### src/crc15pec_pkg.sv
`timescale 1ns / 1ps
package crc15pec_pkg;

  typedef logic [14:0] rem_t;
  typedef logic [15:0] pec_t;
  typedef logic [7:0]  byte_t;

  localparam rem_t PEC_POLY = 15'h4599;
  localparam rem_t PEC_SEED = 15'd16;

  // Fold one byte into the remainder, MSB first
  function automatic rem_t crc15_byte_step(input rem_t rem, input byte_t data);
    rem_t r;
    r = rem ^ {data, 7'd0};
    for (int k = 0; k < 8; k++) begin
      if (r[14]) begin
        r = {r[13:0], 1'b0} ^ PEC_POLY;
      end else begin
        r = {r[13:0], 1'b0};
      end
    end
    return r;
  endfunction

endpackage

### src/crc15pec_in_if.sv
`timescale 1ns / 1ps
interface crc15pec_in_if;
  logic        valid;
  logic        ready;
  logic [7:0]  data_byte;
  logic        last_byte;
  logic [15:0] expected_pec;

  modport source(output valid, output data_byte, output last_byte, output expected_pec,
                 input ready);
  modport sink(input valid, input data_byte, input last_byte, input expected_pec,
               output ready);
endinterface

### src/crc15pec_out_if.sv
`timescale 1ns / 1ps
interface crc15pec_out_if;
  logic        valid;
  logic        ready;
  logic [15:0] pec_value;
  logic        pec_match;

  modport source(output valid, output pec_value, output pec_match, input ready);
  modport sink(input valid, input pec_value, input pec_match, output ready);
endinterface

### src/crc15pec_rem.sv
`timescale 1ns / 1ps
module crc15pec_rem (
  input  logic                clk,
  input  logic                rst,
  input  logic                step,
  input  crc15pec_pkg::byte_t data_byte,
  input  logic                last_byte,
  output crc15pec_pkg::pec_t  pec_code
);
  import crc15pec_pkg::*;

  rem_t rem;
  rem_t rem_next;

  assign rem_next = crc15_byte_step(rem, data_byte);
  assign pec_code = {rem_next, 1'b0};

  // Reseed after the closing word of a frame
  always_ff @(posedge clk) begin
    if (rst) begin
      rem <= PEC_SEED;
    end else if (step) begin
      rem <= last_byte ? PEC_SEED : rem_next;
    end
  end
endmodule

### src/crc15_packet_error_code.sv
`timescale 1ns / 1ps
// Channel  Modport  Word                                  Handshake
// bytes    sink     data_byte, last_byte, expected_pec    valid/ready
// result   source   pec_value, pec_match                  valid/ready
//
// One byte per cycle sustained while no closing byte is blocked; a word sits in
// the input register while the unrolled eight-bit CRC step runs, and a closing
// word's code then lands in the result register.
// Synchronous reset empties both registers and seeds the remainder with 16.
// A stalled result holds the result register; the input register keeps taking
// non-closing bytes meanwhile, and waits only when a closing byte is blocked.
module crc15_packet_error_code (
  input logic           clk,
  input logic           rst,
  crc15pec_in_if.sink   bytes,
  crc15pec_out_if.source result
);
  import crc15pec_pkg::*;

  logic  s1_valid;
  byte_t s1_byte;
  logic  s1_last;
  pec_t  s1_expected;
  logic  advance;
  pec_t  pec_code;
  logic  out_valid;
  pec_t  out_value;
  logic  out_match;

  // A closing byte needs a free result register
  assign advance     = s1_valid && (!s1_last || !out_valid || result.ready);
  assign bytes.ready = !s1_valid || advance;

  always_ff @(posedge clk) begin
    if (rst) begin
      s1_valid <= 1'b0;
    end else if (bytes.ready) begin
      s1_valid <= bytes.valid;
    end
  end

  always_ff @(posedge clk) begin
    if (bytes.ready && bytes.valid) begin
      s1_byte     <= bytes.data_byte;
      s1_last     <= bytes.last_byte;
      s1_expected <= bytes.expected_pec;
    end
  end

  crc15pec_rem u_rem (
    .clk       (clk),
    .rst       (rst),
    .step      (advance),
    .data_byte (s1_byte),
    .last_byte (s1_last),
    .pec_code  (pec_code)
  );

  always_ff @(posedge clk) begin
    if (rst) begin
      out_valid <= 1'b0;
    end else if (advance && s1_last) begin
      out_valid <= 1'b1;
    end else if (result.ready) begin
      out_valid <= 1'b0;
    end
  end

  always_ff @(posedge clk) begin
    if (advance && s1_last) begin
      out_value <= pec_code;
      out_match <= (pec_code == s1_expected);
    end
  end

  assign result.valid     = out_valid;
  assign result.pec_value = out_value;
  assign result.pec_match = out_match;
endmodule

### src/flat_wrapper.sv
// flat-port wrapper written by rule: the top's interface ports become plain ports
module crc15_packet_error_code_flat import crc15pec_pkg::*;
  (clk, rst, bytes_valid, bytes_data_byte, bytes_last_byte, bytes_expected_pec, bytes_ready, result_valid, result_pec_value, result_pec_match, result_ready);
  crc15pec_in_if bytes_i ();
  crc15pec_out_if result_i ();
  input logic clk;
  input logic rst;
  input wire logic [$bits(bytes_i.valid)-1:0] bytes_valid;
  input wire logic [$bits(bytes_i.data_byte)-1:0] bytes_data_byte;
  input wire logic [$bits(bytes_i.last_byte)-1:0] bytes_last_byte;
  input wire logic [$bits(bytes_i.expected_pec)-1:0] bytes_expected_pec;
  output wire logic [$bits(bytes_i.ready)-1:0] bytes_ready;
  output wire logic [$bits(result_i.valid)-1:0] result_valid;
  output wire logic [$bits(result_i.pec_value)-1:0] result_pec_value;
  output wire logic [$bits(result_i.pec_match)-1:0] result_pec_match;
  input wire logic [$bits(result_i.ready)-1:0] result_ready;
  assign bytes_i.valid = bytes_valid;
  assign bytes_i.data_byte = bytes_data_byte;
  assign bytes_i.last_byte = bytes_last_byte;
  assign bytes_i.expected_pec = bytes_expected_pec;
  assign bytes_ready = bytes_i.ready;
  assign result_valid = result_i.valid;
  assign result_pec_value = result_i.pec_value;
  assign result_pec_match = result_i.pec_match;
  assign result_i.ready = result_ready;
  crc15_packet_error_code u_core (.clk(clk), .rst(rst), .bytes(bytes_i), .result(result_i));
endmodule
### config.mk
export PLATFORM = sky130hd
export DESIGN_NAME = crc15_packet_error_code_flat
export DESIGN_NICKNAME = d
export VERILOG_FILES = /design/src/crc15pec_pkg.sv /design/src/crc15pec_in_if.sv /design/src/crc15pec_out_if.sv /design/src/crc15pec_rem.sv /design/src/crc15_packet_error_code.sv /design/src/flat_wrapper.sv
export SDC_FILE = /design/constraint.sdc
export NUM_CORES = 1
export LEC_CHECK = 0
export BUFFER_PORTS_ARGS = -buffer_cell sky130_fd_sc_hd__buf_2
export CAP_MARGIN = 40
export CORE_ASPECT_RATIO = 1.4
export CORE_MARGIN = 8
export CORE_UTILIZATION = 55
export DETAILED_ROUTE_END_ITERATION = 10
export PLACE_DENSITY = 0.87
export SKIP_LAST_GASP = 1
export SYNTH_ARGS = -nofsm -noshare
export SYNTH_HDL_FRONTEND = slang
export SYNTH_HIERARCHICAL = 1
export SYNTH_SLANG_ARGS = --single-unit
### constraint.sdc
create_clock -name clk -period 3.1 [get_ports clk]
set_input_delay 0.62 -clock clk [delete_from_list [all_inputs] [get_ports clk]]
set_output_delay 0.62 -clock clk [all_outputs]
set_load 0.05 [all_outputs]
==> metrics list, run 1 <==
* Post-synth net total: between 200 and 250
- The max-slew violation count was 0.
- For this run, the total global-route usage over all layers was measured as 15.21%.
- 48 I/O pins were placed.
* RSZ-0062 raised after global routing: false
- For this block, the initial DRC count from the detailed router was 85.
- Worst Setup Path Type: register to register
- In this run the tightest slew margin relative to its limit is 57.08%.
* Share of the synthesized area in the top cell type: 48.96%
- Max-cap violations: 0
- Leak Pwr: roughly 0.0012 uW
* Post-CTS sizing: 0
- Once detail routing completed, the nets flagged for antenna violations numbered 0.
* Count of clock tree sinks: 59
* P&R area growth vs syn: 20.45%
- Summed over all layers, the global routing overflow is 0.
- Part of the cycle the worst path needs: between 90% and 100%
* Outcome: completed
* Number of nets in the layout: 274
- Of all nets on the critical path, the largest fanout is 7.
- Clock tree from TritonCTS: yes
- Number of search-and-repair iterations in the first detailed-routing pass: 5
- Sequential cells account for 31.8% of the total power.
* DIE AREA: between 0.007 and 0.008 mm^2
* Detailed-route via count: 1553
- Detailed placement ended at an HPWL of 3603 um.
- Max IR drop VDD: roughly 600 uV
* Vertical die dimension: 96.98 um
- Across all setup checks in the final design, the least slack found is 0.2457 ns.
- Slowest cell on the critical path: sky130_fd_sc_hd__xor3_2
- Summed over all instances, the cell type with the most area after synthesis is sky130_fd_sc_hd__edfxtp_1.
* Clock network power share: 15.6%
* Detail-routed net length per standard cell: between 15 and 20 um
- Pin count of the biggest net entering global routing: 26
* Synth warn: 6
- Adding up every negative setup slack in the final design gives 0 ns.
- Power per cell area: 1131 mW/mm^2
- Clk slew on worst S/H paths: 0.06 ns
- Summed instance area of the synthesized netlist: 0.002576 mm^2
- STA classifies the critical path startpoint as a register.
- HP Class: input pin to register
- Starting density of the core: between 50% and 60%
- # setup viols final: 0
- Design Area, Final: 0.003103 mm^2
- Crit path required time: 3.26 ns
* Diodes inserted: 0
- From left edge to right edge, the die measures about 74 um.
* Leading post-synthesis cells by cell area: sky130_fd_sc_hd__edfxtp_1 49%, sky130_fd_sc_hd__dfxtp_1 13%, sky130_fd_sc_hd__xnor2_1 13%
- H-tree Lvls: 3
- For this run, the slowest stage of the critical path takes 0.56 ns.
- Routability Congestion: roughly 0.84
- For the final database, setup skew stands at approximately 0.0074 ns.
- The initialized floorplan defines 29 standard-cell rows.
* CP endpoint kind: register
- Via count of the first global-routing pass: 1644
- Combinational cells account for between 50% and 60% of the total power.
* Critical-path cell list: xnor2_4 -> xor3_2 -> xnor3_2 -> xor2_1 -> xnor2_1 -> nand4_1 -> nor4_2
- Cell internal power was estimated by the tool at 2166 uW.
- After synthesis the netlist holds a flip-flop and latch count of 59.
* IO buf count: 47
- Switching part of the total: 38.28%
- At the pin with the least slew margin, the transition time is 0.6424 ns.
- Quantity of hold-fixing buffers added after cts: 0
* CTS Buf Count: 9
* First-pass GRT wire length: 7879 um
* Layout cells sized above 1: 30.00%
* Wirelength, routed: 4867 um
- Ratio of routed vias to standard cells: 4.978
- Post-synthesis cell type count: 29
- Count of final hold-check violations: 0
- Switching power: 1343 uW
- Floorplan Core Area: 0.004536 mm^2
* # fillers: 344
* Highest clock rate: 0.3504 GHz
- Initial antenna violation count: 0
- Post CTS Setup Buffer Count: 0
- Mean instance size in the synthesized netlist: roughly 14 um^2
* Clk Latency, worst-skew pair: 0.33 ns
- Arrival time of data at the critical path endpoint: 3.01 ns
- Number of buffers between clock root and the deepest sink: 2
- Instance count of the mapped netlist: between 150 and 200
- The placed instances occupy a cell area of 0.002950 mm^2.
* Worst setup slack after placement: 0.2830 ns
- Post-layout min period: 2.854 ns
- The root buffer cell chosen for the clock tree is sky130_fd_sc_hd__clkbuf_8.
- Drt drc: 0
- Proportion of synthesized chip area in sequential cells: 62.17%
==> worst max-delay path: cells and delay by family, from the launching register on <==
family        cells  cell delay [ns]
flops             1             0.46
xor+xnor          5             1.86
simple gates      2             0.35
==> routing by layer <==
metal | vias up | part of all wire (%) | track usage (%)
li1 | 757 | - | -
met1 | 733 | 40 | 16.57
met2 | 48 | 51 | 23.97
met3 | 15 | 5.0 | 4.649
met4 | 0 | 3.4 | 10.97
met5 | - | 0 | 0
==> layout by cell type (no fill, tap or decap), types with 2 or more instances in the layout <==
cell	n
sky130_fd_sc_hd__clkinv_1	2
sky130_fd_sc_hd__nor2b_1	14
sky130_fd_sc_hd__buf_2	47
sky130_fd_sc_hd__nand2b_1	2
sky130_fd_sc_hd__xnor2_1	38
sky130_fd_sc_hd__xnor2_2	2
sky130_fd_sc_hd__nor2_1	15
sky130_fd_sc_hd__buf_4	10
sky130_fd_sc_hd__inv_1	2
sky130_fd_sc_hd__clkbuf_1	3
sky130_fd_sc_hd__xor2_1	8
sky130_fd_sc_hd__clkinv_2	2
sky130_fd_sc_hd__a21oi_1	16
sky130_fd_sc_hd__clkbuf_8	9
sky130_fd_sc_hd__dfxtp_1	17
sky130_fd_sc_hd__nand4_1	4
sky130_fd_sc_hd__xnor3_1	4
sky130_fd_sc_hd__edfxtp_1	42
==> final timing paths <==
path	start	endpoint	slack (ns)	cells after the start
min	bytes_expected_pec[11]	u_core/s1_expected[11]$_DFFE_PP_	0.46	1
min reg2reg	u_core/u_rem/rem[13]$_SDFFE_PP0P_	u_core/u_rem/rem[13]$_SDFFE_PP0P_	0.52	2
max	u_core/s1_byte[7]$_DFFE_PP_	u_core/result.pec_match$_DFFE_PP_	0.25	7
max reg2reg	u_core/s1_byte[7]$_DFFE_PP_	u_core/result.pec_match$_DFFE_PP_	0.25	7
==> synth_stat cells <==
cell and number:
sky130_fd_sc_hd__edfxtp_1 42, sky130_fd_sc_hd__xnor2_1 38, sky130_fd_sc_hd__dfxtp_1 17, sky130_fd_sc_hd__a21oi_1 16, sky130_fd_sc_hd__nor2_1 15, sky130_fd_sc_hd__nor2b_1 14, sky130_fd_sc_hd__xor2_1 8, sky130_fd_sc_hd__nand4_1 4
sky130_fd_sc_hd__xnor3_1 4, sky130_fd_sc_hd__inv_1 2, sky130_fd_sc_hd__nand2b_1 2, sky130_fd_sc_hd__xnor2_2 2, sky130_fd_sc_hd__a21boi_0 1, sky130_fd_sc_hd__a31oi_1 1, sky130_fd_sc_hd__and2b_1 1, sky130_fd_sc_hd__buf_1 1
sky130_fd_sc_hd__buf_2 1, sky130_fd_sc_hd__buf_4 1, sky130_fd_sc_hd__clkbuf_1 1, sky130_fd_sc_hd__conb_1 1, sky130_fd_sc_hd__nand2_1 1, sky130_fd_sc_hd__nand3_1 1, sky130_fd_sc_hd__nand3b_1 1, sky130_fd_sc_hd__nor4_2 1
sky130_fd_sc_hd__o22ai_1 1, sky130_fd_sc_hd__xnor2_4 1, sky130_fd_sc_hd__xnor3_2 1, sky130_fd_sc_hd__xor3_1 1, sky130_fd_sc_hd__xor3_2 1
==> flip-flops by register name, indices dropped and copies added, names as in the netlist <==
register	count
u_core/s1_expected	16
u_core/s1_byte	8
u_core/s1_valid	1
u_core/result.pec_match	1
u_core/result.valid	1
u_core/u_rem/rem	15
u_core/result.pec_value	16
u_core/s1_last	1
==> cell type report <==
class	instances	area, um^2	share of cell area (%)
Sequential cell	59	1602	51.61
Multi-Input combinational cell	116	953.4	30.73
Timing Repair Buffer	57	310.3	10.00
Clock buffer	12	135.1	4.355
Tap cell	62	77.57	2.500
Clock inverter	4	17.52	0.5645
Inverter	2	7.507	0.2419
==> power groups by stage <==
stage,clock [uW],combinational (uW),sequential [uW]
after global placement,0,1790,1130
after detailed placement,0,1830,1130
final,547,1850,1110
after CTS,564,1840,1120
after floorplan,0,1280,1300
after global routing,596,1970,1130
==> cell families (layout without fill, tap and decap cells) <==
group	after synthesis	after routing	share of synthesized area, %
compound gates	19	19	3.886
xor+xnor	56	56	24.28
buf+inv	6	75	1.068
flops	59	59	62.17
other cells	1	1	0.1456
simple gates	40	40	8.450
==> metrics by stage <==
step           total power, uW  utilization, %  instances  hold WS [ns]
2_1_floorplan             2574               -        181        0.4751
3_3_place_gp              2919           65.05        296        0.4895
3_5_place_dp              2964           65.05        296        0.4994
4_1_cts                   3524           68.41        312        0.4413
5_1_grt                   3696           68.41        312        0.4382
6_report                  3509           68.41        312        0.4582
No activity file was read; power rests on OpenSTA's default activity.
==> run 2, diff against run 1 <==
--- a/config.mk
+++ b/config.mk
@@ -5,11 +5,12 @@
 export SDC_FILE = /design/constraint.sdc
 export NUM_CORES = 1
 export LEC_CHECK = 0
+export ABC_AREA = 1
 export BUFFER_PORTS_ARGS = -buffer_cell sky130_fd_sc_hd__buf_2
 export CAP_MARGIN = 40
 export CORE_ASPECT_RATIO = 1.4
 export CORE_MARGIN = 8
-export CORE_UTILIZATION = 55
+export CORE_UTILIZATION = 56
 export DETAILED_ROUTE_END_ITERATION = 10
 export PLACE_DENSITY = 0.87
 export SKIP_LAST_GASP = 1
==> metrics list, run 2 <==
- Outcome: completed
* First-pass GRT wire length: 9936 um (+26%)
- Wire length the detailed router placed on met1: 2223 um (+14%)
- The met3 wire length came to 373 um (+54%).
* Commonest cells in the synthesized netlist: 92 x sky130_fd_sc_hd__nand2_1, 42 x sky130_fd_sc_hd__edfxtp_1, 36 x sky130_fd_sc_hd__inv_1, 20 x sky130_fd_sc_hd__xnor2_1, 17 x sky130_fd_sc_hd__dfxtp_1
- Detailed-route via count: 2097 (+35%)
- The width of the die was 76.77 um (+4.0%).
- The post-synthesis cell count came to 300 (+66%).
* Post-CTS sizing: 0 (unchanged)
- Crit path required time: 3.30 ns (+0.04 ns)
* Global Route Usage Sum: 16.66% (+1.4 points)
* CTS Buf Count: 9 (unchanged)
- The leakage power came to 0.001505 uW (+24%).
* Critical-path cell list: xnor2_1 -> inv_1 -> nand2_1 -> nand2_1 -> inv_1 -> nand3_2 -> nand2_4 -> nand2_4 -> nand2_4 -> nand2_4 -> nand2_2 -> nand2_1 -> and2_1 -> xnor2_1 -> nand2_1 -> nor2_1 -> nand2_1 -> nor2_1
- RSZ-0062 raised after global routing: false
* Clock tree from TritonCTS: yes
* Total negative slack: 0 ns (unchanged)
- The part of the Yosys area used for sequential elements came to 55.32% (-6.9 points).
- P&R area growth vs syn: 18.02%
- HP Class: input pin to register
* Count of clock tree sinks: 59 (unchanged)
- The worst setup path is captured at a register.
- Most frequent standard cell in the layout excluding fill and tap cells: sky130_fd_sc_hd__nand2_1
- The number of synthesis warnings was 6 (unchanged).
- Most numerous cell in the Yosys netlist: sky130_fd_sc_hd__nand2_1
* Pin count of the biggest net entering global routing: 18 (-31%)
* DIE AREA: 0.007760 mm^2 (+8.4%)
- The buffer levels on the longest clock path was 2 (unchanged).
- Worst Setup Path Type: register to register
- Clk slew on worst S/H paths: 0.07 ns (about the same)
- Worst setup slack after placement: 0.4448 ns (+0.1618 ns)
* Quantity of hold-fixing buffers added after cts: 0 (unchanged)
- Simple-gate area share of the yosys netlist: 24.94% (+16 points)
- Arrival time of data at the critical path endpoint: 2.90 ns (-0.11 ns)
- The sum of routed wire length over all layers is 6016 um (+24%).
- The post-layout instance count excluding filler cells came to 427 (+37%).
- Largest fanout of any net on the critical path: 6 (-1)
- Post-layout min period: 2.692 ns (-0.1618 ns)
* H-tree Lvls: 3 (unchanged)
* Final antenna-violating net count: 0 (unchanged)
* Power per cell area: 706.3 mW/mm^2 (-38%)
* Post-synth net total: 329 (+57%)
- Ratio of routed vias to standard cells: 4.911 (-1.3%)
- The total instance count after detailed placement came to 411 (+39%).
* Post CTS Setup Buffer Count: 0 (unchanged)
* Summed instance area of the synthesized netlist: 0.002895 mm^2 (+12%)
- Top-Level Pins: 48 (unchanged)
- Dominant cell type by count on the critical path: sky130_fd_sc_hd__nand2_1
- The total inserted antenna cells is 0 (unchanged).
- Floorplan Core Area: 0.005081 mm^2 (+12%)
- The met2 layer wire length in the routed design is 3229 um (+29%).
- Worst setup SP type: register
- The final period utilization was 86.85% (-5.2 points).
- Routability Congestion: 0.9269 (+9.8%)
- Detailed Route Iter0 Violations: 131 (+54%)
- In the synthesized netlist the dominant register cell turns out to be sky130_fd_sc_hd__edfxtp_1.
- The post-synthesis async set-or-reset flop share is 0% (unchanged).
- Adder-Cell Fraction of Synth Area: 0% (unchanged)
- The y dimension of the die was 101.1 um (+4.2%).
- Number of search-and-repair iterations in the first detailed-routing pass: 4 (-1)
* Layout cells sized above 1: 27.15% (-2.9 points)
* Buf+Inv Stages, Crit Path: 2 (+2)
* Post-synthesis cell type count: 25 (-14%)
- Share of the synthesized area in the top cell type: 43.56% (-5.4 points)
* Slew of the pin with the lowest slew margin: 0.6754 ns (+0.03302 ns)
- The peak clock frequency supported by timing came to 0.3714 GHz (+6.0%).
* IO buf count: 47 (unchanged)
* Uppermost layer routed: met4
* Count of final hold-check violations: 0 (unchanged)
- CP delay by family, top: simple AND/OR/NAND/NOR gates
- The proportion of synthesized area in mux cells was 0% (unchanged).
- The count of endpoints failing setup in the final report was 0 (unchanged).
* Leading post-synthesis cells by cell area: sky130_fd_sc_hd__edfxtp_1 44%, sky130_fd_sc_hd__nand2_1 12%, sky130_fd_sc_hd__dfxtp_1 12%
- The setup slack of the critical path after layout was 0.4076 ns (+0.1618 ns).
- The initial antenna violation count was 0 (unchanged).
* Xor and xnor fraction of the mapped netlist area: 10.20% (-14 points)
- The insertion delay to the later sink of the worst-skew pair came to 0.34 ns (about the same).
- Mean instance size in the synthesized netlist: 9.651 um^2 (-32%)
- Number of flops mapped to enable cells by yosys: 42 (unchanged)
- The DRC violation count after routing is 0 (unchanged).
- Number of nets in the layout: 385 (+41%)
* Max Transition Viols Final: 0 (unchanged)
- The maximum resistive drop on vdd was 444.7 uV (-25%).
- Among all stages on the critical path, the largest delay is contributed by sky130_fd_sc_hd__edfxtp_1.
- Total congestion overflow after global routing: 0 (unchanged)
* Via count of the first global-routing pass: 2159 (+31%)
- The placed wire-length estimate came to 4530 um (+26%).
* Detail-routed net length per standard cell: 14.09 um (-9.7%)
* Number of standard-cell rows in the floorplan: 31 (+6.9%)
- The cell sitting at the root of the clock tree is a sky130_fd_sc_hd__clkbuf_8.
- The complex-gate fraction of the synthesized area is 3.500% (-0.38 points).
* Final clock skew: 0.006909 ns (-0.0004445 ns)
* Max transition margin: 54.92% (-2.2 points)
- The number of synthesized register bits was 59 (unchanged).
- Leaving out fill and tap cells, the most frequent cells in the layout are 92 x sky130_fd_sc_hd__nand2_1, 47 x sky130_fd_sc_hd__buf_2, 42 x sky130_fd_sc_hd__edfxtp_1.
- Max-cap violations: 0 (unchanged)
- Main combinational cell family by area after synthesis: simple AND/OR/NAND/NOR gates
- The stage delay of the slowest cell on the critical path came to 0.38 ns (-0.18 ns).
* Starting density of the core: 56.98% (+0.18 points)
* Cell type contributing the most total cell area after synthesis: sky130_fd_sc_hd__edfxtp_1
- # fillers: 388 (+13%)
-- run 2: cell types whose count changed after synthesis, moves of 4 or more --
| cell | change |
|---|---|
| sky130_fd_sc_hd__nor2b_1 | -14 |
| sky130_fd_sc_hd__inv_1 | +34 |
| sky130_fd_sc_hd__nand3_2 | +6 |
| sky130_fd_sc_hd__nor2_1 | -9 |
| sky130_fd_sc_hd__nand2_4 | +10 |
| sky130_fd_sc_hd__xnor2_1 | -18 |
| sky130_fd_sc_hd__nand3_1 | +14 |
| sky130_fd_sc_hd__nand2_1 | +91 |
| sky130_fd_sc_hd__nand2_2 | +11 |
| sky130_fd_sc_hd__xnor3_1 | -4 |
-- run 2: cell type report --
cell class / instances / area (um^2) / share of cell area [%]
Sequential cell: 59 / 1602 / 46.87
Multi-Input combinational cell: 197 / 1122 / 32.85
Timing Repair Buffer: 49 / 250.2 / 7.323
Inverter: 40 / 151.4 / 4.431
Clock buffer: 11 / 131.4 / 3.845
Tap cell: 66 / 82.58 / 2.417
Clock inverter: 5 / 77.57 / 2.270
-- run 2: layer usage --
metal / track usage [%] / vias to the layer above
met5: 0 / -
met4: 11.74 / 0
met3: 5.893 / 17
met2: 29.18 / 56
met1: 15.91 / 968
li1: - / 1056
-- run 2: path summary, 6_finish.rpt --
check	slack [ns]	end	cells past startpoint	from
setup / recovery	0.41	u_core/result.pec_match$_DFFE_PP_	18	u_core/s1_byte[2]$_DFFE_PP_
hold / removal	0.45	u_core/s1_last$_DFFE_PP_	1	bytes_last_byte
setup reg to reg	0.41	u_core/result.pec_match$_DFFE_PP_	18	u_core/s1_byte[2]$_DFFE_PP_
hold reg to reg	0.48	u_core/u_rem/rem[9]$_SDFFE_PP0P_	2	u_core/u_rem/rem[9]$_SDFFE_PP0P_
-- run 2: kinds of logic (layout without fill, tap and decap cells) --
family / count (synthesis) / count (layout)
compound gates: 18 / 18
xor+xnor: 32 / 32
buf+inv: 44 / 105
flops: 59 / 59
other cells: 1 / 1
simple gates: 146 / 146
-- run 2: power breakdown --
group	leakage, uW	internal (uW)	total [uW]	switching [uW]
registers	0.000538	927	953	25.5
logic	0.000864	241	721	480
clock network	0.000103	450	739	290
-- run 2: metrics by stage --
step	area, um^2	total power (uW)	hold WS [ns]	util (%)
5_1_grt	3417	2538	0.4318	67.25
3_3_place_gp	3208	1656	0.4653	63.14
2_1_floorplan	2895	1521	0.4510	-
3_5_place_dp	3208	1683	0.4739	63.14
4_1_cts	3417	2421	0.4418	67.25
6_report	3417	2413	0.4483	67.25
